`src/rtl/lwfs_pkg.sv`:
```
// Package for the LCD window fill sequencer: codes, step numbers and shared types.
// Has no dependencies; every other file of the block refers to it by scoped names.
package lwfs_pkg;

    localparam logic [7:0] CMD_COLUMN_SET = 8'h2A;
    localparam logic [7:0] CMD_ROW_SET    = 8'h2B;
    localparam logic [7:0] CMD_MEM_WRITE  = 8'h2C;

    localparam logic [12:0] SCREEN_MAX          = 13'd4096;
    localparam logic [12:0] SCREEN_WIDTH_RESET  = 13'd320;
    localparam logic [12:0] SCREEN_HEIGHT_RESET = 13'd240;

    localparam logic REQ_START   = 1'b0;
    localparam logic REQ_ADVANCE = 1'b1;

    localparam logic CFG_SCREEN_WIDTH  = 1'b0;
    localparam logic CFG_SCREEN_HEIGHT = 1'b1;

    localparam logic [3:0] STEP_COL_CMD    = 4'd0;
    localparam logic [3:0] STEP_COL_BEG_HI = 4'd1;
    localparam logic [3:0] STEP_COL_BEG_LO = 4'd2;
    localparam logic [3:0] STEP_COL_END_HI = 4'd3;
    localparam logic [3:0] STEP_COL_END_LO = 4'd4;
    localparam logic [3:0] STEP_ROW_CMD    = 4'd5;
    localparam logic [3:0] STEP_ROW_BEG_HI = 4'd6;
    localparam logic [3:0] STEP_ROW_BEG_LO = 4'd7;
    localparam logic [3:0] STEP_ROW_END_HI = 4'd8;
    localparam logic [3:0] STEP_ROW_END_LO = 4'd9;
    localparam logic [3:0] STEP_WRITE_CMD  = 4'd10;
    localparam logic [3:0] STEP_PIXEL      = 4'd11;

    typedef enum logic [1:0] {
        COMP_RED   = 2'd0,
        COMP_GREEN = 2'd1,
        COMP_BLUE  = 2'd2
    } comp_t;

    typedef struct packed {
        logic        accept;
        logic [11:0] col_end;
        logic [11:0] row_end;
        logic [12:0] span_cols;
        logic [12:0] span_rows;
    } clip_t;

endpackage

```
`src/rtl/lwfs_clip.sv`:
```
// Window clipping for the LCD window fill sequencer: drop test and far-corner clip.
// Depends on lwfs_pkg for the clip_t result type.
module lwfs_clip
(
    input  logic [11:0]    rect_x,
    input  logic [11:0]    rect_y,
    input  logic [12:0]    rect_width,
    input  logic [12:0]    rect_height,
    input  logic [12:0]    screen_width,
    input  logic [12:0]    screen_height,
    output lwfs_pkg::clip_t clip
);

    logic [13:0] far_x;
    logic [13:0] far_y;
    logic [11:0] col_end;
    logic [11:0] row_end;

    assign far_x = 14'(rect_x) + 14'(rect_width) - 14'd1;
    assign far_y = 14'(rect_y) + 14'(rect_height) - 14'd1;

    always_comb
    begin
        if (far_x >= 14'(screen_width))
        begin
            col_end = 12'(screen_width - 13'd1);
        end
        else
        begin
            col_end = far_x[11:0];
        end
        if (far_y >= 14'(screen_height))
        begin
            row_end = 12'(screen_height - 13'd1);
        end
        else
        begin
            row_end = far_y[11:0];
        end
    end

    assign clip.accept = (rect_width != 13'd0) && (rect_height != 13'd0)
                         && ({1'b0, rect_x} < screen_width)
                         && ({1'b0, rect_y} < screen_height);
    assign clip.col_end   = col_end;
    assign clip.row_end   = row_end;
    assign clip.span_cols = 13'(col_end - rect_x) + 13'd1;
    assign clip.span_rows = 13'(row_end - rect_y) + 13'd1;

endmodule

```
`src/rtl/lcd_window_fill_sequencer.sv`:
```
// Top level of the LCD window fill sequencer: request register, byte sequencer, result register.
// Depends on lwfs_pkg and instantiates lwfs_clip.
//
//   channel   signals                                              role
//   req       req_valid, req_stall, cmd, rect_*, color_*           input transactions
//   rsp       rsp_valid, rsp_stall, tx_byte, is_data,              display bytes
//             transfer_end, fill_done
//   cfg       cfg_wr_en, cfg_index, cfg_data                       screen size writes
//
// A request transaction is registered on acceptance and handled once the result register can take
// it, so the block takes one transaction per cycle while rsp does not stall; an advance puts its
// byte on rsp through the request register and then the result register.
// Reset clears the valid flags, the busy state and the screen size to 320 by 240.
// A stall on rsp holds the result register and, through it, the request register.
module lcd_window_fill_sequencer
(
    input  logic        clk,
    input  logic        rst_n,
    input  logic        req_valid,
    output logic        req_stall,
    input  logic        cmd,
    input  logic [11:0] rect_x,
    input  logic [11:0] rect_y,
    input  logic [12:0] rect_width,
    input  logic [12:0] rect_height,
    input  logic [7:0]  color_red,
    input  logic [7:0]  color_green,
    input  logic [7:0]  color_blue,
    output logic        rsp_valid,
    input  logic        rsp_stall,
    output logic [7:0]  tx_byte,
    output logic        is_data,
    output logic        transfer_end,
    output logic        fill_done,
    input  logic        cfg_wr_en,
    input  logic        cfg_index,
    input  logic [12:0] cfg_data
);

    logic [12:0] screen_width_reg;
    logic [12:0] screen_height_reg;
    logic [12:0] cfg_value;

    logic        req_valid_reg;
    logic        cmd_reg;
    logic [11:0] rect_x_reg;
    logic [11:0] rect_y_reg;
    logic [12:0] rect_width_reg;
    logic [12:0] rect_height_reg;
    logic [7:0]  color_red_reg;
    logic [7:0]  color_green_reg;
    logic [7:0]  color_blue_reg;

    logic            busy_reg,       busy_next;
    logic [3:0]      step_reg,       step_next;
    logic [11:0]     col_start_reg,  col_start_next;
    logic [11:0]     col_end_reg,    col_end_next;
    logic [11:0]     row_start_reg,  row_start_next;
    logic [11:0]     row_end_reg,    row_end_next;
    logic [12:0]     span_cols_reg,  span_cols_next;
    logic [12:0]     cols_left_reg,  cols_left_next;
    logic [12:0]     rows_left_reg,  rows_left_next;
    lwfs_pkg::comp_t comp_reg,       comp_next;
    logic [7:0]      fill_red_reg,   fill_red_next;
    logic [7:0]      fill_green_reg, fill_green_next;
    logic [7:0]      fill_blue_reg,  fill_blue_next;

    logic        rsp_valid_reg,    rsp_valid_next;
    logic [7:0]  tx_byte_reg,      tx_byte_next;
    logic        is_data_reg,      is_data_next;
    logic        transfer_end_reg, transfer_end_next;
    logic        fill_done_reg,    fill_done_next;

    logic            fire;
    logic            emit;
    lwfs_pkg::clip_t clip;

    assign fire      = req_valid_reg && (!rsp_valid_reg || !rsp_stall);
    assign req_stall = req_valid_reg && !fire;

    assign cfg_value = (cfg_data > lwfs_pkg::SCREEN_MAX) ? lwfs_pkg::SCREEN_MAX : cfg_data;

    always_ff @(posedge clk or negedge rst_n)
    begin
        if (!rst_n)
        begin
            screen_width_reg  <= lwfs_pkg::SCREEN_WIDTH_RESET;
            screen_height_reg <= lwfs_pkg::SCREEN_HEIGHT_RESET;
        end
        else if (cfg_wr_en)
        begin
            if (cfg_index == lwfs_pkg::CFG_SCREEN_WIDTH)
            begin
                screen_width_reg <= cfg_value;
            end
            else
            begin
                screen_height_reg <= cfg_value;
            end
        end
    end

    always_ff @(posedge clk or negedge rst_n)
    begin
        if (!rst_n)
        begin
            req_valid_reg <= 1'b0;
        end
        else if (!req_stall)
        begin
            req_valid_reg <= req_valid;
        end
    end

    always_ff @(posedge clk)
    begin
        if (req_valid && !req_stall)
        begin
            cmd_reg         <= cmd;
            rect_x_reg      <= rect_x;
            rect_y_reg      <= rect_y;
            rect_width_reg  <= rect_width;
            rect_height_reg <= rect_height;
            color_red_reg   <= color_red;
            color_green_reg <= color_green;
            color_blue_reg  <= color_blue;
        end
    end

    lwfs_clip u_clip
    (
        .rect_x        (rect_x_reg),
        .rect_y        (rect_y_reg),
        .rect_width    (rect_width_reg),
        .rect_height   (rect_height_reg),
        .screen_width  (screen_width_reg),
        .screen_height (screen_height_reg),
        .clip          (clip)
    );

    always_comb
    begin
        busy_next       = busy_reg;
        step_next       = step_reg;
        col_start_next  = col_start_reg;
        col_end_next    = col_end_reg;
        row_start_next  = row_start_reg;
        row_end_next    = row_end_reg;
        span_cols_next  = span_cols_reg;
        cols_left_next  = cols_left_reg;
        rows_left_next  = rows_left_reg;
        comp_next       = comp_reg;
        fill_red_next   = fill_red_reg;
        fill_green_next = fill_green_reg;
        fill_blue_next  = fill_blue_reg;
        emit              = 1'b0;
        tx_byte_next      = tx_byte_reg;
        is_data_next      = is_data_reg;
        transfer_end_next = transfer_end_reg;
        fill_done_next    = fill_done_reg;

        if (fire && (cmd_reg == lwfs_pkg::REQ_START))
        begin
            if (!busy_reg && clip.accept)
            begin
                busy_next       = 1'b1;
                step_next       = lwfs_pkg::STEP_COL_CMD;
                col_start_next  = rect_x_reg;
                col_end_next    = clip.col_end;
                row_start_next  = rect_y_reg;
                row_end_next    = clip.row_end;
                span_cols_next  = clip.span_cols;
                cols_left_next  = clip.span_cols;
                rows_left_next  = clip.span_rows;
                comp_next       = lwfs_pkg::COMP_RED;
                fill_red_next   = color_red_reg;
                fill_green_next = color_green_reg;
                fill_blue_next  = color_blue_reg;
            end
        end
        else if (fire && busy_reg)
        begin
            emit              = 1'b1;
            is_data_next      = 1'b1;
            transfer_end_next = 1'b0;
            fill_done_next    = 1'b0;
            if (step_reg != lwfs_pkg::STEP_PIXEL)
            begin
                step_next = step_reg + 4'd1;
                case (step_reg)
                    lwfs_pkg::STEP_COL_CMD:
                    begin
                        tx_byte_next      = lwfs_pkg::CMD_COLUMN_SET;
                        is_data_next      = 1'b0;
                        transfer_end_next = 1'b1;
                    end
                    lwfs_pkg::STEP_COL_BEG_HI: tx_byte_next = {4'd0, col_start_reg[11:8]};
                    lwfs_pkg::STEP_COL_BEG_LO: tx_byte_next = col_start_reg[7:0];
                    lwfs_pkg::STEP_COL_END_HI: tx_byte_next = {4'd0, col_end_reg[11:8]};
                    lwfs_pkg::STEP_COL_END_LO:
                    begin
                        tx_byte_next      = col_end_reg[7:0];
                        transfer_end_next = 1'b1;
                    end
                    lwfs_pkg::STEP_ROW_CMD:
                    begin
                        tx_byte_next      = lwfs_pkg::CMD_ROW_SET;
                        is_data_next      = 1'b0;
                        transfer_end_next = 1'b1;
                    end
                    lwfs_pkg::STEP_ROW_BEG_HI: tx_byte_next = {4'd0, row_start_reg[11:8]};
                    lwfs_pkg::STEP_ROW_BEG_LO: tx_byte_next = row_start_reg[7:0];
                    lwfs_pkg::STEP_ROW_END_HI: tx_byte_next = {4'd0, row_end_reg[11:8]};
                    lwfs_pkg::STEP_ROW_END_LO:
                    begin
                        tx_byte_next      = row_end_reg[7:0];
                        transfer_end_next = 1'b1;
                    end
                    lwfs_pkg::STEP_WRITE_CMD:
                    begin
                        tx_byte_next      = lwfs_pkg::CMD_MEM_WRITE;
                        is_data_next      = 1'b0;
                        transfer_end_next = 1'b1;
                    end
                    default: tx_byte_next = 8'd0;
                endcase
            end
            else
            begin
                case (comp_reg)
                    lwfs_pkg::COMP_RED:
                    begin
                        tx_byte_next = fill_red_reg;
                        comp_next    = lwfs_pkg::COMP_GREEN;
                    end
                    lwfs_pkg::COMP_GREEN:
                    begin
                        tx_byte_next = fill_green_reg;
                        comp_next    = lwfs_pkg::COMP_BLUE;
                    end
                    default:
                    begin
                        tx_byte_next = fill_blue_reg;
                        comp_next    = lwfs_pkg::COMP_RED;
                        if (cols_left_reg != 13'd1)
                        begin
                            cols_left_next = cols_left_reg - 13'd1;
                        end
                        else if (rows_left_reg != 13'd1)
                        begin
                            cols_left_next = span_cols_reg;
                            rows_left_next = rows_left_reg - 13'd1;
                        end
                        else
                        begin
                            transfer_end_next = 1'b1;
                            fill_done_next    = 1'b1;
                            busy_next         = 1'b0;
                            step_next         = lwfs_pkg::STEP_COL_CMD;
                        end
                    end
                endcase
            end
        end
    end

    always_comb
    begin
        if (fire)
        begin
            rsp_valid_next = emit;
        end
        else if (!rsp_stall)
        begin
            rsp_valid_next = 1'b0;
        end
        else
        begin
            rsp_valid_next = rsp_valid_reg;
        end
    end

    always_ff @(posedge clk or negedge rst_n)
    begin
        if (!rst_n)
        begin
            busy_reg      <= 1'b0;
            step_reg      <= lwfs_pkg::STEP_COL_CMD;
            comp_reg      <= lwfs_pkg::COMP_RED;
            rsp_valid_reg <= 1'b0;
        end
        else
        begin
            busy_reg      <= busy_next;
            step_reg      <= step_next;
            comp_reg      <= comp_next;
            rsp_valid_reg <= rsp_valid_next;
        end
    end

    always_ff @(posedge clk)
    begin
        col_start_reg    <= col_start_next;
        col_end_reg      <= col_end_next;
        row_start_reg    <= row_start_next;
        row_end_reg      <= row_end_next;
        span_cols_reg    <= span_cols_next;
        cols_left_reg    <= cols_left_next;
        rows_left_reg    <= rows_left_next;
        fill_red_reg     <= fill_red_next;
        fill_green_reg   <= fill_green_next;
        fill_blue_reg    <= fill_blue_next;
        tx_byte_reg      <= tx_byte_next;
        is_data_reg      <= is_data_next;
        transfer_end_reg <= transfer_end_next;
        fill_done_reg    <= fill_done_next;
    end

    assign rsp_valid    = rsp_valid_reg;
    assign tx_byte      = tx_byte_reg;
    assign is_data      = is_data_reg;
    assign transfer_end = transfer_end_reg;
    assign fill_done    = fill_done_reg;

    // The last pixel byte releases the sequencer in the same cycle that it is registered.
    assert property (@(posedge clk) disable iff (!rst_n)
        rsp_valid_reg && fill_done_reg |-> !busy_reg && transfer_end_reg && is_data_reg)
        else $error("fill done shown while the sequencer is still busy");

    assert property (@(posedge clk) disable iff (!rst_n)
        step_reg <= lwfs_pkg::STEP_PIXEL)
        else $error("header step out of range");

    assert property (@(posedge clk) disable iff (!rst_n)
        busy_reg && (step_reg == lwfs_pkg::STEP_PIXEL)
        |-> (cols_left_reg != 13'd0) && (rows_left_reg != 13'd0)
            && (cols_left_reg <= span_cols_reg))
        else $error("pixel counters out of range during a fill");

endmodule
```
`config.mk`:
```
export PLATFORM = sky130hd
export DESIGN_NAME = lcd_window_fill_sequencer
export DESIGN_NICKNAME = d
export VERILOG_FILES = /design/src/rtl/lwfs_pkg.sv /design/src/rtl/lwfs_clip.sv /design/src/rtl/lcd_window_fill_sequencer.sv
export SDC_FILE = /design/constraint.sdc
export NUM_CORES = 1
export LEC_CHECK = 0
export ABC_CLOCK_PERIOD_IN_PS = 12600
export BUFFER_PORTS_ARGS = -buffer_cell sky130_fd_sc_hd__buf_2
export CORE_MARGIN = 3
export CORE_UTILIZATION = 60
export CTS_CLUSTER_DIAMETER = 200
export DETAILED_ROUTE_END_ITERATION = 6
export PLACE_DENSITY = 0.92
export SETUP_SLACK_MARGIN = 0.4
export SYNTH_ARGS = -nofsm -noshare
export SYNTH_HDL_FRONTEND = slang
export SYNTH_SLANG_ARGS = --single-unit
```
`constraint.sdc`:
```
create_clock -name clk -period 12.6 [get_ports clk]
set_clock_uncertainty 0.1 [all_clocks]
set_input_delay 2.52 -clock clk [delete_from_list [all_inputs] [get_ports clk]]
set_output_delay 2.52 -clock clk [all_outputs]
set_load 0.03 [all_outputs]
```
## After elaboration in Yosys (flattened, before gate mapping)

Cells that the tools add are included.

- Output and inout bits: 13
- Logic and storage cells: 156
- Bits in registers: 232

- Mux-type cells: 49
- Equal/unequal tests: 23
- $add $sub $neg: 13
- Magnitude comparators: 5
- Bitwise gates (word level): 3
- Reductions and logical operators: 34

Operators with widths:

| cell | count |
|---|---|
| 2-to-1 mux 13 bit | 15 |
| one-hot mux 8 bit (11 select lines) | 1 |
| adder 12 x 13 -> 14 bit | 2 |
| greater-or-equal comparator 14 x 13 -> 1 bit | 2 |
| 2-to-1 mux 4 bit | 7 |
| subtractor 14 x 1 -> 14 bit (second input constant) | 2 |
| adder 13 x 1 -> 13 bit (second input constant) | 2 |
| less-than comparator 12 x 13 -> 1 bit | 2 |
| inequality test 13 x 1 -> 1 bit (second input constant) | 2 |
| nonzero test 13 bit | 2 |
| subtractor 12 x 12 -> 13 bit | 2 |
| subtractor 13 x 1 -> 13 bit (second input constant) | 2 |
| 2-to-1 mux 12 bit | 2 |
| subtractor 12 x 1 -> 12 bit (second input constant) | 2 |
| 2-to-1 mux 1 bit | 17 |
| == test 4 x 3 -> 1 bit (second input constant) | 4 |
| one-hot mux 8 bit (2 select lines) | 1 |
| > comparator 13 bit (second input constant) | 1 |
| == test 4 bit (second input constant) | 3 |
| AND reduction 6 bit | 2 |
| AND reduction 5 bit | 2 |
| logical AND 1 bit | 9 |
| == test 4 x 2 -> 1 bit (second input constant) | 2 |
| 2-to-1 mux 2 bit | 4 |
| other kinds (22) | 37 |

## Logic depth before layout (Yosys ltp)

- Depth in word-level cells: 8
- Depth in mapped cells: 30
- Gate-level depth less buffers: 29

## Hierarchy

From an unflattened synthesis, not the netlist that was laid out.

- Cells, all modules: 1280
- Area, all modules: 14068.5 µm²

Modules (own cells, without submodules):

| module | times used | cells each | area an instance (µm²) |
|---|---|---|---|
| lcd_window_fill_sequencer | 1 | 623 | 9137.5 |
| lwfs_clip | 1 | 657 | 4931.0 |

## Least setup slack after synthesis

No wires, ideal clock.

- Path kind: register to register
- Start: register rect_y_reg[1]
- End: register rows_left_reg[11] (data pin)
- Required time: 12.245 ns
- Path buffers: 1
- Slack: 6.485 ns
- Cell stages (with the launch flop): 27
- Data arrival time: 5.760 ns
- Setup time: 0.255 ns
- Path through: edfxtp_1 -> inv_1 -> ha_1 -> inv_1 -> ha_1 -> fa_1 -> a211oi_2 -> o21bai_1 -> a21oi_1 -> xnor2_1 -> ha_1 -> a211oi_1 -> nor2_1 -> nor4_1 -> o21ai_0 -> a311oi_2 -> buf_6 -> mux2_4 -> ha_1 -> ha_1 -> nor2b_1 -> o21a_1 -> o21ai_1 -> a21oi_1 -> o311a_1 -> or3_1 -> a31o_1

RTL lines:

| element | line | RTL |
|---|---|---|
| start, declared | lcd_window_fill_sequencer.sv:47 | `logic [11:0] rect_y_reg;` |
| start signal, assigned | lcd_window_fill_sequencer.sv:121 | `rect_y_reg <= rect_y;` |
| end signal, assigned | lcd_window_fill_sequencer.sv:309 | `rows_left_reg <= rows_left_next;` |
| end, declared | lcd_window_fill_sequencer.sv:62 | `logic [12:0] rows_left_reg, rows_left_next;` |

==> run metrics <==
worst-case hold slack=0.3188 ns; core occupancy in the finished layout=69.10%; post-layout minimum cycle time=6.778 ns; global-route track usage on met2=42.72%; leakage dissipation=6.455 nW; met1 layer usage reported by global route=34.79%; portion of the post-synthesis area used by sequential elements=49.79%; hold-fix buffers at CTS=0; number of synthesized flops with an enable pin=197; number of distinct library cells after synthesis=77; relative slew slack=26.73%; post-synthesis cell type with the largest combined area=sky130_fd_sc_hd__edfxtp_1; FFs w/ async S/R, synth=15.09%; drt first pass iters=6; Horiz. Die Dim=156.9 µm; number of hold violations in the final report=0; post-CTS clock slew at the launch and capture registers of the worst setup and hold paths=0.06 ns; number of warnings issued by yosys=0; status=complete, no violations; Total Nets Final=1,590; violation count after the first detailed-route iteration=991; Critical Path Fanout Max=13; top_reg_cell synth=sky130_fd_sc_hd__edfxtp_1; worst-case register-to-register setup slack=5.82 ns; total nets after synthesis=1,482; total track usage=25.96%; post-route setup slack=5.822 ns; Starting Density=61.80%; number of H-tree branching levels=1; required time at the endpoint of the critical path=12.77 ns; die footprint=24,600 µm²; synthesized area=13,650 µm²; post-synth top area share=43.32%; commonest non-fill, non-tap cells in the layout=sky130_fd_sc_hd__edfxtp_1, sky130_fd_sc_hd__ha_1, sky130_fd_sc_hd__inv_1; root cell of the clock tree=sky130_fd_sc_hd__clkbuf_16; commonest non-fill, non-tap cell in the layout=sky130_fd_sc_hd__edfxtp_1; final antenna diode count=0; reported max-cap violation count=0; data arrival time of the critical path=6.95 ns; Critical Path Sink Type=flop; synthesis-to-layout area growth=11.80%; number of I/O pins=107; number of sinks driven by the clock tree=232; critical path class=flop to flop; power density over the cells=198.8 nW/µm²; Setup Fix Bufs, Post-CTS=0; main area contributors after synthesis=sky130_fd_sc_hd__edfxtp_1, sky130_fd_sc_hd__ha_1, sky130_fd_sc_hd__dfrtp_1; routing usage on met3=4.425%; final std cell area, no fill=15,270 µm²; syn_area_per_cell=11.08 µm²; busiest grt layer=met2; height of the die=156.9 µm; type of element launching the critical path=flop; post-synthesis sequential element count=232; routability-driven placement congestion ratio=0.9311; number of antenna violations at the first check in global routing=1; via count of the first global-routing pass=9,913; number of vias in the routed layout=10,010; maximum resistive drop on vdd=0.0001529 V; setup violators final=0; proportion of layout cells with a drive suffix above 1=13.48%; DRC=0; clk_lat worst skew=0.52 ns; ratio of final minimum period to clock period=53.79%; Max Clk Rate=0.1475 GHz; largest net degree at the start of global routing=76; detail-routed net length per standard cell=19.65 µm; Core Rows=54; HP Class=flop to flop; number of buffers added by the clock tree synthesis step=25; via density per instance=6.114; unrepaired setup endpoints after global routing=false; number of cells produced by synthesis=1,232; worst-margin pin slew=1.099 ns; number of gates resized after cts=0; placement-stage cell area=14,460 µm²; post-placement worst setup slack=6.046 ns; hpwl dp=23,340 µm; Overflow after GRT=0; ANT nets after route=0; # port buffers=106; wirelength, routed=32,190 µm; placeable core area=22,090 µm²; final max-slew violation count=0; TNS Setup=0 ns; wire length of the first global-routing pass=50,690 µm; worst-case clock buffer depth=3; CTS tree=built
-- worst paths after layout --
| path | from | end | cells past startpoint |
|---|---|---|---|
| setup / recovery | rect_y_reg[2] | rows_left_reg[11] | 27 |
| hold / removal | color_blue_reg[6] | fill_blue_reg[6] | 0 |
| setup reg to reg | rect_y_reg[2] | rows_left_reg[11] | 27 |
| hold reg to reg | color_blue_reg[6] | fill_blue_reg[6] | 0 |
| max in group asynchronous | rst_n | req_valid_reg | 1 |
| min in group asynchronous | rst_n | screen_width_reg[9] | 1 |
-- critical path, cell delays in order, from the launching register on --
cell and delay (ns):
sky130_fd_sc_hd__edfxtp_1 0.41, sky130_fd_sc_hd__inv_1 0.10, sky130_fd_sc_hd__ha_1 0.29, sky130_fd_sc_hd__inv_1 0.06, sky130_fd_sc_hd__ha_1 0.32, sky130_fd_sc_hd__a211oi_1 0.26, sky130_fd_sc_hd__nor2_1 0.11, sky130_fd_sc_hd__o31ai_1 0.37
sky130_fd_sc_hd__nand2_1 0.09, sky130_fd_sc_hd__a21oi_1 0.21, sky130_fd_sc_hd__xnor2_1 0.17, sky130_fd_sc_hd__ha_1 0.27, sky130_fd_sc_hd__o21ai_0 0.24, sky130_fd_sc_hd__nor2_1 0.07, sky130_fd_sc_hd__nor4_1 0.19, sky130_fd_sc_hd__o21ai_0 0.17
sky130_fd_sc_hd__a311oi_2 0.28, sky130_fd_sc_hd__buf_4 0.30, sky130_fd_sc_hd__mux2_4 0.34, sky130_fd_sc_hd__ha_1 0.29, sky130_fd_sc_hd__ha_1 0.34, sky130_fd_sc_hd__nor2b_1 0.15, sky130_fd_sc_hd__o21a_1 0.17, sky130_fd_sc_hd__o21ai_1 0.17
sky130_fd_sc_hd__a21oi_1 0.14, sky130_fd_sc_hd__o311a_1 0.37, sky130_fd_sc_hd__or3_1 0.31, sky130_fd_sc_hd__a31o_1 0.21
-- power breakdown --
part | internal [mW] | switching, mW | leakage, nW
sequential | 0.967 | 0.0685 | 2.27
combinational | 0.529 | 0.748 | 3.79
clock | 0.427 | 0.294 | 0.393
-- metal layers --
metal / wire (µm) / part of all wire, %
met1: 13130 / 41
met2: 15070 / 47
met3: 2703 / 8.4
met4: 1267 / 3.9
met5: 13 / 0.040
-- cells in the mapped netlist (all sizes together), types with 4 or more instances --
cell and count:
edfxtp 197, ha 152, inv 152, o21ai 88
nand2 81, a21oi 65, nor2 61, xnor2 51
nand2b 30, dfrtp 29, clkbuf 28, mux2 25
nor3 22, a31oi 20, a21o 19, xor2 19
nand3 16, mux2i 14, nor4 14, a211oi 11
and3 11, a22oi 9, o21a 9, o22ai 9
dfstp 6, o21bai 6, o31ai 6, or3 5
a2111oi 4, a221oi 4, a22o 4, a311oi 4
fa 4, nand4 4, nor2b 4, o22a 4
-- layout make-up --
cell class                 count  area [µm²]
clock inverter                16       163.9
timing repair buffer         112       575.6
multi-input combinational    817        6165
sequential                   232        6799
inverter                     152       571.8
fill                        1496        6828
tap                          280       350.3
clock buffer                  29       640.6
-- per-stage QoR --
step	cells	total power, mW
final	1638	3.034
after detailed placement	1593	2.280
after floorplan	1232	1.966
after global placement	1593	2.220
after CTS	1638	3.022
after global routing	1638	3.214
-- cells by family after synthesis --
logic type                 Yosys count  synth area share, %
adders and majority gates          156                14.51
DFF                                232                49.79
buffers and inverters              183                5.095
and+or+nand+nor                    265                9.392
xor gates and xnor gates            70                4.490
muxes                               39                3.308
AOI/OAI and AO/OA                  287                13.41
Power figures use the tool's default switching activity.
